`src/sv/jhsp_pkg.sv`:
```
// ----------------------------------------------------------------------------
// jhsp_pkg: shared types and constants of the JPEG header segment parser
// Item and record structs, parse modes, record kinds and marker codes.
// ----------------------------------------------------------------------------
package jhsp_pkg;

    localparam int MAX_SCAN_COMPONENTS = 4;
    localparam int OUT_FIFO_DEPTH      = 4;

    localparam logic [7:0] MARKER_DQT = 8'hDB;
    localparam logic [7:0] MARKER_DHT = 8'hC4;
    localparam logic [7:0] MARKER_SOF = 8'hC0;
    localparam logic [7:0] MARKER_DRI = 8'hDD;
    localparam logic [7:0] MARKER_SOS = 8'hDA;
    localparam logic [7:0] MARKER_RST = 8'hD0;   // RST0..RST7 share bits [7:3]
    localparam logic [7:0] BYTE_FF    = 8'hFF;
    localparam logic [7:0] BYTE_00    = 8'h00;
    localparam int         QUANT_ENTRIES = 64;
    localparam int         HUFF_LENGTHS  = 16;

    typedef enum logic [3:0] {
        M_SEARCH     = 4'd0,
        M_LEN_HI     = 4'd1,
        M_LEN_LO     = 4'd2,
        M_DQT_HEAD   = 4'd3,
        M_DQT_BODY   = 4'd4,
        M_DHT_HEAD   = 4'd5,
        M_DHT_COUNTS = 4'd6,
        M_DHT_SYMS   = 4'd7,
        M_SOF_FIELDS = 4'd8,
        M_SOF_COMP   = 4'd9,
        M_DRI_BODY   = 4'd10,
        M_SOS_NS     = 4'd11,
        M_SOS_COMP   = 4'd12,
        M_SKIP       = 4'd13,
        M_SCAN       = 4'd14
    } t_mode;

    typedef enum logic [3:0] {
        K_QUANT_ENTRY = 4'd0,
        K_HUFF_COUNT  = 4'd1,
        K_HUFF_SYMBOL = 4'd2,
        K_FRAME_SIZE  = 4'd3,
        K_FRAME_COMP  = 4'd4,
        K_RESTART     = 4'd5,
        K_SCAN_COMP   = 4'd6,
        K_SCAN_BYTE   = 4'd7,
        K_SCAN_END    = 4'd8
    } t_kind;

    typedef struct packed {
        logic [7:0] data_byte;
        logic       start_of_image;
        logic       end_of_buffer;
    } t_in_item;

    typedef struct packed {
        t_kind       kind;
        logic [7:0]  slot;
        logic [3:0]  select_a;
        logic [3:0]  select_b;
        logic [15:0] value;
        logic [15:0] aux;
        logic [31:0] scan_length;
        logic [26:0] mcu_total;
        logic        last_of_item;
    } t_out_item;

    function automatic t_out_item mk_rec(t_kind kind, logic [7:0] slot, logic [3:0] sa,
                                         logic [3:0] sb, logic [15:0] value,
                                         logic [15:0] aux, logic [31:0] len,
                                         logic [26:0] mcu);
        t_out_item r;
        r.kind         = kind;
        r.slot         = slot;
        r.select_a     = sa;
        r.select_b     = sb;
        r.value        = value;
        r.aux          = aux;
        r.scan_length  = len;
        r.mcu_total    = mcu;
        r.last_of_item = 1'b0;
        return r;
    endfunction

    function automatic logic is_parsed_marker(logic [7:0] b);
        return (b == MARKER_DQT) || (b == MARKER_DHT) || (b == MARKER_SOF) ||
               (b == MARKER_DRI) || (b == MARKER_SOS);
    endfunction

    function automatic logic [31:0] sat_inc(logic [31:0] v);
        return (v == 32'hFFFF_FFFF) ? v : v + 32'd1;
    endfunction

endpackage

```
`src/sv/jhsp_decode.sv`:
```
// ----------------------------------------------------------------------------
// jhsp_decode: byte-wise segment decoder
// Holds the parse state and turns one accepted byte into up to two records.
// ----------------------------------------------------------------------------
module jhsp_decode
    import jhsp_pkg::*;
(
    input  logic      i_clk,
    input  logic      i_rst_n,
    input  logic      i_accept,
    input  t_in_item  i_item,
    output t_out_item o_rec0,
    output t_out_item o_rec1,
    output logic [1:0] o_count
);

    t_mode        r_mode,  n_mode;
    logic         r_ff,    n_ff;
    logic [7:0]   r_st,    n_st;
    logic [15:0]  r_rem,   n_rem;
    logic [8:0]   r_fc,    n_fc;
    logic [3:0]   r_tn,    n_tn;
    logic         r_tc,    n_tc;
    logic [11:0]  r_sym,   n_sym;
    logic [7:0]   r_cc,    n_cc;
    logic [7:0]   r_ci,    n_ci;
    logic [15:0]  r_h,     n_h;
    logic [15:0]  r_w,     n_w;
    logic [15:0]  r_ri,    n_ri;
    logic [31:0]  r_sb,    n_sb;
    logic [7:0]   r_bh,    n_bh;
    logic [26:0]  r_mcu;

    logic [13:0]  mcu_w;
    logic [13:0]  mcu_h;
    logic [27:0]  mcu_prod;
    logic [15:0]  seg_len;
    logic [7:0]   b;
    logic         eob;
    t_out_item    rec, rec0, rec1;
    logic [1:0]   cnt;

    // Dimensions settle long before a scan can end, so registering the MCU product is safe.
    assign mcu_w    = 14'((17'(r_w) + 17'd7) >> 3);
    assign mcu_h    = 14'((17'(r_h) + 17'd7) >> 3);
    assign mcu_prod = mcu_w * mcu_h;

    assign b   = i_item.data_byte;
    assign eob = i_item.end_of_buffer;

    always_comb begin
        if (i_item.start_of_image) begin
            n_mode = M_SEARCH; n_ff = 1'b0; n_st = '0; n_rem = '0; n_fc = '0;
            n_tn = '0; n_tc = 1'b0; n_sym = '0; n_cc = '0; n_ci = '0;
            n_h = '0; n_w = '0; n_ri = '0; n_sb = '0; n_bh = '0;
        end else begin
            n_mode = r_mode; n_ff = r_ff; n_st = r_st; n_rem = r_rem; n_fc = r_fc;
            n_tn = r_tn; n_tc = r_tc; n_sym = r_sym; n_cc = r_cc; n_ci = r_ci;
            n_h = r_h; n_w = r_w; n_ri = r_ri; n_sb = r_sb; n_bh = r_bh;
        end
        rec     = '0;
        rec0    = '0;
        rec1    = '0;
        cnt     = 2'd0;
        seg_len = {n_bh, b};

        unique case (n_mode)
            M_SEARCH: begin
                if (n_ff) begin
                    if (b == BYTE_00) begin
                        n_ff = 1'b0;
                    end else if (b != BYTE_FF) begin
                        n_ff   = 1'b0;
                        n_st   = b;
                        n_mode = is_parsed_marker(b) ? M_LEN_HI : M_SEARCH;
                    end
                end else if (b == BYTE_FF) begin
                    n_ff = 1'b1;
                end
            end
            M_LEN_HI: begin
                n_bh   = b;
                n_mode = M_LEN_LO;
            end
            M_LEN_LO: begin
                n_rem = (seg_len >= 16'd2) ? seg_len - 16'd2 : 16'd0;
                n_fc  = '0;
                n_ci  = '0;
                if (n_st == MARKER_DQT) begin
                    n_mode = M_DQT_HEAD;
                end else if (n_st == MARKER_DHT) begin
                    n_mode = M_DHT_HEAD;
                end else if (n_st == MARKER_SOF) begin
                    n_mode = M_SOF_FIELDS;
                end else if (n_st == MARKER_DRI) begin
                    n_mode = M_DRI_BODY;
                end else begin
                    n_mode = M_SOS_NS;
                    n_sb   = '0;
                    n_cc   = '0;
                end
                if (n_rem == 16'd0) begin
                    n_ff   = 1'b0;
                    n_mode = (n_st == MARKER_SOS) ? M_SCAN : M_SEARCH;
                end
            end
            M_SCAN: begin
                if (n_ff) begin
                    if (b == BYTE_00 || b[7:3] == MARKER_RST[7:3]) begin
                        // Stuffed byte or restart marker: pass both bytes, or only the 0xFF at end of buffer.
                        n_ff = 1'b0;
                        n_sb = sat_inc(n_sb);
                        rec0 = mk_rec(K_SCAN_BYTE, '0, '0, '0, {8'd0, BYTE_FF}, '0,
                                      n_sb, '0);
                        cnt  = 2'd1;
                        n_sb = sat_inc(n_sb);
                        if (!eob) begin
                            rec1 = mk_rec(K_SCAN_BYTE, '0, '0, '0, {8'd0, b}, '0,
                                          n_sb, '0);
                            cnt  = 2'd2;
                        end
                    end else begin
                        rec0   = mk_rec(K_SCAN_END, n_cc, '0, '0, '0, n_ri, n_sb, r_mcu);
                        cnt    = 2'd1;
                        n_mode = M_SEARCH;
                        if (b == BYTE_FF) begin
                            n_ff = 1'b1;
                        end else begin
                            n_ff   = 1'b0;
                            n_st   = b;
                            n_mode = is_parsed_marker(b) ? M_LEN_HI : M_SEARCH;
                        end
                    end
                end else if (b == BYTE_FF) begin
                    n_ff = 1'b1;
                end else begin
                    n_sb = sat_inc(n_sb);
                    rec0 = mk_rec(K_SCAN_BYTE, '0, '0, '0, {8'd0, b}, '0, n_sb, '0);
                    cnt  = 2'd1;
                end
            end
            default: begin
                // Segment body byte.
                n_rem = n_rem - 16'd1;
                case (n_mode)
                    M_DQT_HEAD: begin
                        n_tn   = b[3:0];
                        n_tc   = (b[7:4] != 4'd0);
                        n_fc   = '0;
                        n_mode = M_DQT_BODY;
                    end
                    M_DQT_BODY: begin
                        if (!n_tc) begin
                            rec0 = mk_rec(K_QUANT_ENTRY, n_fc[7:0], n_tn, '0, {8'd0, b},
                                          '0, '0, '0);
                            cnt  = 2'd1;
                            n_fc = n_fc + 9'd1;
                            if (n_fc >= 9'(QUANT_ENTRIES)) n_mode = M_DQT_HEAD;
                        end else begin
                            if (!n_fc[0]) begin
                                n_bh = b;
                            end else begin
                                rec0 = mk_rec(K_QUANT_ENTRY, n_fc[8:1], n_tn, '0,
                                              {n_bh, b}, '0, '0, '0);
                                cnt  = 2'd1;
                            end
                            n_fc = n_fc + 9'd1;
                            if (n_fc >= 9'(2 * QUANT_ENTRIES)) n_mode = M_DQT_HEAD;
                        end
                    end
                    M_DHT_HEAD: begin
                        n_tn   = b[3:0];
                        n_tc   = b[4];
                        n_fc   = '0;
                        n_sym  = '0;
                        n_mode = M_DHT_COUNTS;
                    end
                    M_DHT_COUNTS: begin
                        rec0  = mk_rec(K_HUFF_COUNT, n_fc[7:0], n_tn, {3'd0, n_tc},
                                       {8'd0, b}, '0, '0, '0);
                        cnt   = 2'd1;
                        n_sym = n_sym + 12'(b);
                        n_fc  = n_fc + 9'd1;
                        if (n_fc >= 9'(HUFF_LENGTHS)) begin
                            n_fc   = '0;
                            n_mode = (n_sym != 12'd0) ? M_DHT_SYMS : M_DHT_HEAD;
                        end
                    end
                    M_DHT_SYMS: begin
                        rec0  = mk_rec(K_HUFF_SYMBOL, n_fc[7:0], n_tn, {3'd0, n_tc},
                                       {8'd0, b}, '0, '0, '0);
                        cnt   = 2'd1;
                        n_fc  = n_fc + 9'd1;
                        n_sym = n_sym - 12'd1;
                        if (n_sym == 12'd0) n_mode = M_DHT_HEAD;
                    end
                    M_SOF_FIELDS: begin
                        if (n_fc == 9'd5) begin
                            n_cc   = b;
                            rec0   = mk_rec(K_FRAME_SIZE, b, '0, '0, n_h, n_w, '0, '0);
                            cnt    = 2'd1;
                            n_ci   = '0;
                            n_fc   = '0;
                            n_mode = (b != 8'd0) ? M_SOF_COMP : M_SKIP;
                        end else begin
                            if (n_fc == 9'd1) n_h = {b, 8'd0};
                            else if (n_fc == 9'd2) n_h = {n_h[15:8], b};
                            else if (n_fc == 9'd3) n_w = {b, 8'd0};
                            else if (n_fc == 9'd4) n_w = {n_w[15:8], b};
                            n_fc = n_fc + 9'd1;
                        end
                    end
                    M_SOF_COMP: begin
                        if (n_fc == 9'd0) begin
                            n_bh = b;
                            n_fc = 9'd1;
                        end else if (n_fc == 9'd1) begin
                            n_sym = {4'd0, b};
                            n_fc  = 9'd2;
                        end else begin
                            rec0 = mk_rec(K_FRAME_COMP, n_ci, n_sym[7:4], n_sym[3:0],
                                          {8'd0, n_bh}, {8'd0, b}, '0, '0);
                            cnt  = 2'd1;
                            n_ci = n_ci + 8'd1;
                            n_fc = '0;
                            if (n_ci >= n_cc) n_mode = M_SKIP;
                        end
                    end
                    M_DRI_BODY: begin
                        if (n_fc == 9'd0) begin
                            n_bh = b;
                            n_fc = 9'd1;
                        end else begin
                            n_ri   = {n_bh, b};
                            rec0   = mk_rec(K_RESTART, '0, '0, '0, n_ri, '0, '0, '0);
                            cnt    = 2'd1;
                            n_mode = M_SKIP;
                        end
                    end
                    M_SOS_NS: begin
                        n_cc   = (b > 8'(MAX_SCAN_COMPONENTS)) ? 8'(MAX_SCAN_COMPONENTS) : b;
                        n_ci   = '0;
                        n_fc   = '0;
                        n_mode = (n_cc != 8'd0) ? M_SOS_COMP : M_SKIP;
                    end
                    M_SOS_COMP: begin
                        if (n_fc == 9'd0) begin
                            n_bh = b;
                            n_fc = 9'd1;
                        end else begin
                            rec0 = mk_rec(K_SCAN_COMP, n_ci, b[7:4], b[3:0],
                                          {8'd0, n_bh}, '0, '0, '0);
                            cnt  = 2'd1;
                            n_ci = n_ci + 8'd1;
                            n_fc = '0;
                            if (n_ci >= n_cc) n_mode = M_SKIP;
                        end
                    end
                    default: begin
                    end
                endcase
                if (n_rem == 16'd0) begin
                    n_ff   = 1'b0;
                    n_mode = (n_st == MARKER_SOS) ? M_SCAN : M_SEARCH;
                end
            end
        endcase

        if (eob) begin
            if (n_mode == M_SCAN) begin
                rec = mk_rec(K_SCAN_END, n_cc, '0, '0, '0, n_ri, n_sb, r_mcu);
                if (cnt == 2'd0) rec0 = rec;
                else rec1 = rec;
                cnt = cnt + 2'd1;
            end
            n_mode = M_SEARCH;
            n_ff   = 1'b0;
        end

        if (cnt == 2'd1) rec0.last_of_item = 1'b1;
        if (cnt == 2'd2) rec1.last_of_item = 1'b1;
    end

    assign o_rec0  = rec0;
    assign o_rec1  = rec1;
    assign o_count = i_accept ? cnt : 2'd0;

    always_ff @(posedge i_clk) begin
        r_mcu <= 27'(mcu_prod);
        if (!i_rst_n) begin
            r_mode <= M_SEARCH; r_ff <= 1'b0; r_st <= '0; r_rem <= '0; r_fc <= '0;
            r_tn <= '0; r_tc <= 1'b0; r_sym <= '0; r_cc <= '0; r_ci <= '0;
            r_h <= '0; r_w <= '0; r_ri <= '0; r_sb <= '0; r_bh <= '0;
        end else if (i_accept) begin
            r_mode <= n_mode; r_ff <= n_ff; r_st <= n_st; r_rem <= n_rem; r_fc <= n_fc;
            r_tn <= n_tn; r_tc <= n_tc; r_sym <= n_sym; r_cc <= n_cc; r_ci <= n_ci;
            r_h <= n_h; r_w <= n_w; r_ri <= n_ri; r_sb <= n_sb; r_bh <= n_bh;
        end
    end

endmodule

```
`src/sv/jhsp_out_fifo.sv`:
```
// ----------------------------------------------------------------------------
// jhsp_out_fifo: record queue
// Takes up to two records per cycle and hands out one per cycle while not stalled.
// ----------------------------------------------------------------------------
module jhsp_out_fifo
    import jhsp_pkg::*;
(
    input  logic       i_clk,
    input  logic       i_rst_n,
    input  t_out_item  i_rec0,
    input  t_out_item  i_rec1,
    input  logic [1:0] i_count,
    output logic       o_full,
    output logic       o_valid,
    input  logic       i_stall,
    output t_out_item  o_data
);

    localparam int PW = $clog2(OUT_FIFO_DEPTH);

    t_out_item     r_mem [OUT_FIFO_DEPTH];
    logic [PW-1:0] r_wr, n_wr;
    logic [PW-1:0] r_rd, n_rd;
    logic [PW:0]   r_cnt, n_cnt;
    logic          pop;

    assign pop     = (r_cnt != '0) && !i_stall;
    assign o_valid = (r_cnt != '0);
    assign o_data  = r_mem[r_rd];
    // Leave room for a full pair from the next byte.
    assign o_full  = (r_cnt > (PW+1)'(OUT_FIFO_DEPTH - 2));

    always_comb begin
        n_wr  = r_wr + PW'(i_count);
        n_rd  = r_rd + PW'(pop);
        n_cnt = r_cnt + (PW+1)'(i_count) - (PW+1)'(pop);
    end

    always_ff @(posedge i_clk) begin
        if (i_count != 2'd0) r_mem[r_wr] <= i_rec0;
        if (i_count == 2'd2) r_mem[r_wr + PW'(1)] <= i_rec1;
    end

    always_ff @(posedge i_clk) begin
        if (!i_rst_n) begin
            r_wr  <= '0;
            r_rd  <= '0;
            r_cnt <= '0;
        end else begin
            r_wr  <= n_wr;
            r_rd  <= n_rd;
            r_cnt <= n_cnt;
        end
    end

endmodule

```
`src/sv/jpeg_header_segment_parser.sv`:
```
// ----------------------------------------------------------------------------
// jpeg_header_segment_parser: baseline JPEG marker and segment parser
// Decodes DQT, DHT, SOF0, DRI and SOS segments into records and passes scans.
// ----------------------------------------------------------------------------
// The parser takes one byte of a compressed image per cycle unless stalled
// and updates its parse state in that same cycle; every accepted byte is
// fully handled by the decoder logic between the state registers and a
// four-entry record queue. A byte yields zero, one or two records, queued
// together; the queue drains one record per cycle while the consumer does not
// stall, so input accepts one byte every cycle as long as the bytes average at
// most one record each (header tables and plain scan data); the stuffed-byte
// and restart pairs give two records each. Input stall rises when fewer than
// two queue entries are free. Records appear on the output at the earliest in
// the cycle after their byte is taken. The MCU product for the scan-end record
// is registered from the frame dimensions, always settled well ahead of a scan.
// ----------------------------------------------------------------------------
module jpeg_header_segment_parser
    import jhsp_pkg::*;
(
    input  logic      i_clk,
    input  logic      i_rst_n,
    input  logic      i_in_valid,
    output logic      o_in_stall,
    input  t_in_item  i_in_data,
    output logic      o_out_valid,
    input  logic      i_out_stall,
    output t_out_item o_out_data
);

    t_out_item  rec0;
    t_out_item  rec1;
    logic [1:0] rec_count;
    logic       fifo_full;
    logic       in_accept;

    // Accept a byte whenever the queue can take a full record pair.
    assign o_in_stall = fifo_full;
    assign in_accept  = i_in_valid && !fifo_full;

    // Decode the byte and advance the parse state.
    jhsp_decode u_decode (
        .i_clk    (i_clk),
        .i_rst_n  (i_rst_n),
        .i_accept (in_accept),
        .i_item   (i_in_data),
        .o_rec0   (rec0),
        .o_rec1   (rec1),
        .o_count  (rec_count)
    );

    // Hold records until the consumer takes them.
    jhsp_out_fifo u_out_fifo (
        .i_clk   (i_clk),
        .i_rst_n (i_rst_n),
        .i_rec0  (rec0),
        .i_rec1  (rec1),
        .i_count (rec_count),
        .o_full  (fifo_full),
        .o_valid (o_out_valid),
        .i_stall (i_out_stall),
        .o_data  (o_out_data)
    );

endmodule

```
`config.mk`:
```
export PLATFORM = sky130hd
export DESIGN_NAME = jpeg_header_segment_parser
export DESIGN_NICKNAME = d
export VERILOG_FILES = /design/src/sv/jhsp_pkg.sv /design/src/sv/jhsp_decode.sv /design/src/sv/jhsp_out_fifo.sv /design/src/sv/jpeg_header_segment_parser.sv
export SDC_FILE = /design/constraint.sdc
export NUM_CORES = 2
export LEC_CHECK = 0
export BUFFER_PORTS_ARGS = -buffer_cell sky130_fd_sc_hd__buf_2
export CAP_MARGIN = 30
export CORE_MARGIN = 2
export CORE_UTILIZATION = 64
export DETAILED_ROUTE_END_ITERATION = 16
export GPL_ROUTABILITY_DRIVEN = 0
export PLACE_DENSITY = 0.82
export SLEW_MARGIN = 10
export SYNTH_ARGS = -nofsm -noshare
export SYNTH_HDL_FRONTEND = slang
export SYNTH_SLANG_ARGS = --single-unit
```
`constraint.sdc`:
```
create_clock -name i_clk -period 13.1 [get_ports i_clk]
set_clock_uncertainty 0.1 [all_clocks]
set_input_delay 1.965 -clock i_clk [delete_from_list [all_inputs] [get_ports i_clk]]
set_output_delay 1.965 -clock i_clk [all_outputs]
set_load 0.02 [all_outputs]
```
# After elaboration in Yosys (flattened, before gate mapping)
# Memories as Yosys holds them, arrays and structs flattened. A register that Yosys moved wholly into a read port is not among the register bits.
# Index checks and enable logic that the tools add are counted.
# totals
word_cells	282
mem_bits_rw	448
reg_bits	193
mem_count	1
output_inout_bits	114
inputBits	14
# classes
eq_ne	37
multipliers	1
n_reduce_logical	32
muxes	169
n_addsub	16
n_lt_le_gt_ge	7
# memory_table
name	words	word_bits	rd	rd_ports_with_merged_regs	write_ports	line_no	source
u_out_fifo.r_mem	4	112	1	1	2	jhsp_out_fifo.sv:21	t_out_item r_mem [OUT_FIFO_DEPTH];
# ops
operator	count
$mux W112	13
$pmux W112 S7	1
$mux W111	5
$mux W32	10
$mux W16	18
$pmux W112 S2	1
$mux W8	25
$mux W4	28
$mux W110	1
$mux W108	1
$pmux W8 S2	6
$eq A8 B8 Y1 const B	11
$add A32 B1 Y32 const B	2
$eq A32 B32 Y1 const B	2
$pmux W32 S2	1
$pmux W9 S7	1
$mux W12	4
$pmux W12 S4	1
$mux W9	5
$pmux W4 S10	1
$add A16 B3 Y17 const B	2
$logic_not A16 Y1	2
$pmux W16 S2	1
$pmux W8 S4	1
other kinds (55)	119

# Depth between registers and ports, before layout
# logic_depth
depth_word	17
depth_mapped	35
ltp_nobuf	32

# Modules after synthesis
# A second synthesis with hierarchy kept.
# hier_totals
hier_cells	4394
hier_area_um2	46544.6
# modules_own_cells
mod	seq_area_each_um2	n_inst	area_per_inst_um2	cells_per_inst
jhsp_decode	3723.6	1	23791.6	3260
jhsp_out_fifo	13593.0	1	22739.3	1133
jpeg_header_segment_parser	0.0	1	13.8	1

# Least setup slack after synthesis
# Ideal clock, no wire load.
# synth_timing
kind	in2reg
start	input i_in_data[1] in the netlist's numbering
end	memory u_out_fifo.r_mem[1][0] in the netlist's numbering (enable)
slack_ns	3.140
t_required_ns	12.542
setup_time_ns	0.458
cell_stages	28
path_buffers	13
arrival_ns	9.403
path_cell_list	buf_6 buf_6 buf_6 buf_6 buf_6 buf_6 clkbuf_1 clkbuf_1 clkbuf_1 buf_1 nor2b_1 ha_1 fa_1 o21ai_0 o22a_1 o21ai_0 mux2_2 nor4_1 a41oi_1 or4_4 nand4_4 nor2_4 mux2i_1 buf_4 nand3_1 buf_2 buf_2 nand2_1
# synth_rtl
element	line_no	source
from (decl)	jpeg_header_segment_parser.sv:24	input t_in_item i_in_data,
to (decl)	jhsp_out_fifo.sv:21	

# Worst setup path in the final report
# layout_timing
start	register u_decode.r_w[1]
end	register u_decode.r_mcu[26]
# layout_via
elab_chain_cells	2
# layout_rtl
element	line_no	source
from (decl)	jhsp_decode.sv:28	logic [15:0] r_w, n_w;
from (signal assigned)	jhsp_decode.sv:297	r_h <= n_h; r_w <= n_w; r_ri <= n_ri; r_sb <= n_sb; r_bh <= n_bh;
$add A16 B3 Y17	jhsp_decode.sv:44	assign mcu_w = 14'((17'(r_w) + 17'd7) >> 3);
$mul A14 B14 Y27	jhsp_decode.sv:46	assign mcu_prod = mcu_w * mcu_h;
net u_decode.mcu_prod[26]	jhsp_decode.sv:36	logic [27:0] mcu_prod;
to (signal assigned)	jhsp_decode.sv:289	r_mcu <= 27'(mcu_prod);
to (decl)	jhsp_decode.sv:32	logic [26:0] r_mcu;
# The timed path passes the listed nets, and every way through them passes these cells.
# A chain may end at the register's enable or synchronous reset.

==> out/results.txt <==
Counting flops and latches in the post-synthesis netlist gives 641. The slowest cell on the critical path is sky130_fd_sc_hd__nor3_1. The length of the first detailed-routing pass in iterations is 10, and the number of different library cells in the post-synthesis netlist is 121. The post-placement cell area came out at 45100 um^2. For this block, the via count after detailed routing is 39108.

The share of final-layout standard cells stronger than drive strength 1 was 0.124; the count of routing violations after the opening detailed-route iteration was 6402. The clock-pin slew of the registers on the worst-case setup and hold paths was 0.06 ns. The tools report the cell count after synthesis as 4617.

The I/O pin count came out at 128. After clock tree synthesis, the repair step resized 0 gates. The longest clock path from root to sink contains 3 buffers.

The met1 usage in global routing is 0.496, and the worst ir drop on vdd is 0.000124 V. The final layout contains 4840 nets. TritonCTS built the clock tree. The total number of yosys warnings is 0. The CTS root buffer is sky130_fd_sc_hd__clkbuf_16.

For the pin with the worst max-slew slack, the measured transition is 1.15 ns. For the combined global-route utilization of all metal layers, the log shows 0.385. Measured along the x axis, the die boundary spans 267 um. In this run the mean area of a mapped cell was 9.57 um^2. Dividing the detail-routed wire length by the instance count gives 25.2 um. At the worst endpoint, the arrival time is 9.29 ns. After synthesis the cells add up to 44200 um^2. The detail route stage leaves a number of antenna-violating nets equal to 0. Setup repair after global routing left no endpoint under its margin.

For the required time at the worst-slack endpoint, the log shows 13.50 ns. The max-slew violation count was 0; the number of buffers inserted during clock tree synthesis was 68. Clock latency on the worst-skew pair, taken at its later pin, is 0.63 ns. Detailed placement finished with a half-perimeter wire length of 91900 um. Met3 usage in global routing: 0.0974. From bottom edge to top edge, the die measures 267 um. Among all flip-flop cells after synthesis, the most frequent one is sky130_fd_sc_hd__edfxtp_1. The max-capacitance violation count was 0; the post-synthesis net count was 4896. For the number of antenna violations at the first check in global routing, the log shows 1.

Sort of element at the start of the critical path: a flip-flop. The path class of the tightest hold or removal check is flip-flop to flip-flop. The post-CTS setup buffer count was 0. The wire length after detailed routing is 139000 um.

Leakage power: 15.5 nW. In this run the worst path has a maximum fanout of 6. The share of synthesized flip-flops with an asynchronous set or reset works out to 0. In the routed layout, each cell is associated on average with a via count of 7.12. Global-route track usage on met2: 0.597.

Across all hold checks on the routed design, the worst slack comes to 0.353 ns. The type of element capturing the critical path was a flip-flop. The areal power density over the cells is 103 nW/um^2, and the total number of clock tree sinks is 641.

The die area is 71100 um^2, and the final standard cell area without fillers is 47500 um^2. On the worst path, the slowest cell contributes a delay of 0.70 ns. The tools report the via count of the first global-routing pass as 37744.

The tools report the maximum number of pins on one net before global-route repair as 106. Final sum of negative setup slack: 0 ns. Buffers inserted to repair hold after CTS numbered 0. After global routing the overflow that remains totals 0. The synthesis-to-layout area growth is 7.58%, and the peak clock frequency supported by timing is 113 MHz. The clock tree synthesis step divided the H-tree into 3 levels. The number of hold violations in the final report came out at 0.

The number of flops mapped to enable cells by yosys works out to 384. For the remaining routing DRC violations, the log shows 0. The category of the critical setup timing path was flip-flop to flip-flop. The region available for standard cell placement spans 68500 um^2. The number of buffers inserted by port buffering works out to 127. The flow ran to the end, and the final reports show no timing, DRC or antenna violations. The portion of the post-synthesis area used by sequential elements was 0.378; the number of fillers in the final layout was 5042. The headroom to the max-slew limit was 0.233; the wire length of the first global-routing pass was 213000 um.

Setup violations remaining at the end of the flow were counted as 0. The share of the clock period used by the worst path was 0.678. The peak-usage layer in the global routing report is met2.

The smallest clock period supported by the final layout is computed as 8.89 ns. The floorplan has 96 rows. Initial standard-cell utilization of the core: 0.645.
## cells by family after synthesis
family,count (synthesis),synth area share
adders and majority gates,266,0.0995
muxes,148,0.0658
AOI/OAI and AO/OA,1253,0.192
buffers and inverters,563,0.0527
DFF,641,0.378
and+or+nand+nor,1595,0.182
xor gates and xnor gates,151,0.0310
## report_power, final
| part | internal [W] | switching (W) | leakage, nW | total [W] |
|---|---|---|---|---|
| Clock | 0.00118 | 0.000840 | 1.10 | 0.00202 |
| Sequential | 0.00214 | 0.0000874 | 4.72 | 0.00223 |
| Combinational | 0.000252 | 0.000402 | 9.64 | 0.000654 |
## worst paths after layout
path | startpoint | end | slack (ns) | cells after the start
worst min-delay path | u_out_fifo.r_mem[2][96] | u_out_fifo.r_mem[2][96] | 0.35 | 2
worst min register to register | u_out_fifo.r_mem[2][96] | u_out_fifo.r_mem[2][96] | 0.35 | 2
worst max register to register | u_decode.r_w[1] | u_decode.r_mcu[26] | 4.21 | 31
worst max-delay path | u_decode.r_w[1] | u_decode.r_mcu[26] | 4.21 | 31
## layout make-up
cell class | instances | area, um^2 | share of cell area
antenna | 1 | 2.50 | 0.0000527
multi-input combinational | 3413 | 25300 | 0.532
timing repair buffer | 213 | 1330 | 0.0279
clock buffer | 92 | 1880 | 0.0396
inverter | 224 | 846 | 0.0178
clock inverter | 30 | 414 | 0.00872
sequential | 641 | 16700 | 0.351
tap | 882 | 1100 | 0.0232
## routing by layer
metal | routed length (um) | share of wire
met5 | 92 | 0.00066
met4 | 8740 | 0.063
met3 | 18100 | 0.13
met2 | 62300 | 0.45
met1 | 49400 | 0.36
## registers in the layout, summed over array words and instances, names as in the netlist, 9 cells and up
| signal | cells |
|---|---|
| u_out_fifo.r_mem | 448 |
| u_decode.r_sb | 32 |
| u_decode.r_ri | 16 |
| u_decode.r_fc | 9 |
| u_decode.r_sym | 12 |
| u_decode.r_h | 16 |
| u_decode.r_mcu | 27 |
| u_decode.r_rem | 16 |
| u_decode.r_w | 16 |
## per-stage QoR
step	cells	utilization	total power (W)	worst slack, ns
floorplan	4617	-	0.00274	3.14
global placement	5358	0.658	0.00289	4.15
detailed placement	5366	0.659	0.00291	3.98
CTS	5488	0.693	0.00489	4.30
global route	5495	0.694	0.00503	3.67
finish	5496	0.694	0.00490	4.21
## synth_stat cells, types with 24 or more instances
master                     number  area (um^2)
sky130_fd_sc_hd__a221oi_1      25          219
sky130_fd_sc_hd__o221ai_1      60          526
sky130_fd_sc_hd__and2_1        43          269
sky130_fd_sc_hd__nor3_1        73          365
sky130_fd_sc_hd__inv_1        223          837
sky130_fd_sc_hd__fa_1         142         2840
sky130_fd_sc_hd__a22oi_1      128          961
sky130_fd_sc_hd__buf_2         67          335
sky130_fd_sc_hd__a21boi_0      26          195
sky130_fd_sc_hd__nand2_1      490         1840
sky130_fd_sc_hd__xor2_1        56          490
sky130_fd_sc_hd__clkbuf_1     207          777
sky130_fd_sc_hd__and3_1        39          244
sky130_fd_sc_hd__nand3_1       80          400
sky130_fd_sc_hd__nand4_1       33          206
sky130_fd_sc_hd__buf_1         40          150
sky130_fd_sc_hd__or3_1         24          150
sky130_fd_sc_hd__a22o_1        35          307
sky130_fd_sc_hd__nor2b_1      250         1560
sky130_fd_sc_hd__nand2b_1      43          269
sky130_fd_sc_hd__mux4_2       112         2520
sky130_fd_sc_hd__o21ai_1       42          210
sky130_fd_sc_hd__nor2_1       369         1390
sky130_fd_sc_hd__a21oi_1      221         1110
sky130_fd_sc_hd__ha_1         123         1540
sky130_fd_sc_hd__o21ai_0      213         1070
sky130_fd_sc_hd__xnor2_1       90          788
sky130_fd_sc_hd__o22ai_1      238         1490
sky130_fd_sc_hd__edfxtp_1     384        11500
sky130_fd_sc_hd__dfxtp_1      257         5140
## critical path: cells and delay by family, from the launching register on
kind,cells,cell delay (ns)
adder cells (fa/ha/maj),7,3.35
AND/OR/NAND/NOR,8,2.22
AO/OA/AOI/OAI,8,1.84
XOR/XNOR,2,0.57
flip-flops,1,0.34
buffers and inverters,6,0.33
## cells in the final DEF, fill, tap and decap left out, types with 43 or more instances in the layout
| cell type | count |
|---|---|
| sky130_fd_sc_hd__o221ai_1 | 60 |
| sky130_fd_sc_hd__buf_4 | 79 |
| sky130_fd_sc_hd__nor2b_1 | 250 |
| sky130_fd_sc_hd__nand2_1 | 483 |
| sky130_fd_sc_hd__a22oi_1 | 128 |
| sky130_fd_sc_hd__fa_1 | 142 |
| sky130_fd_sc_hd__nor3_1 | 70 |
| sky130_fd_sc_hd__ha_1 | 123 |
| sky130_fd_sc_hd__xor2_1 | 56 |
| sky130_fd_sc_hd__o21ai_1 | 43 |
| sky130_fd_sc_hd__xnor2_1 | 90 |
| sky130_fd_sc_hd__o21ai_0 | 211 |
| sky130_fd_sc_hd__mux4_2 | 112 |
| sky130_fd_sc_hd__edfxtp_1 | 384 |
| sky130_fd_sc_hd__o22ai_1 | 238 |
| sky130_fd_sc_hd__clkbuf_16 | 68 |
| sky130_fd_sc_hd__inv_1 | 220 |
| sky130_fd_sc_hd__nand3_1 | 78 |
| sky130_fd_sc_hd__nor2_1 | 369 |
| sky130_fd_sc_hd__a21oi_1 | 221 |
| sky130_fd_sc_hd__buf_2 | 128 |
| sky130_fd_sc_hd__dfxtp_1 | 255 |
Power figures use the tool's default switching activity.
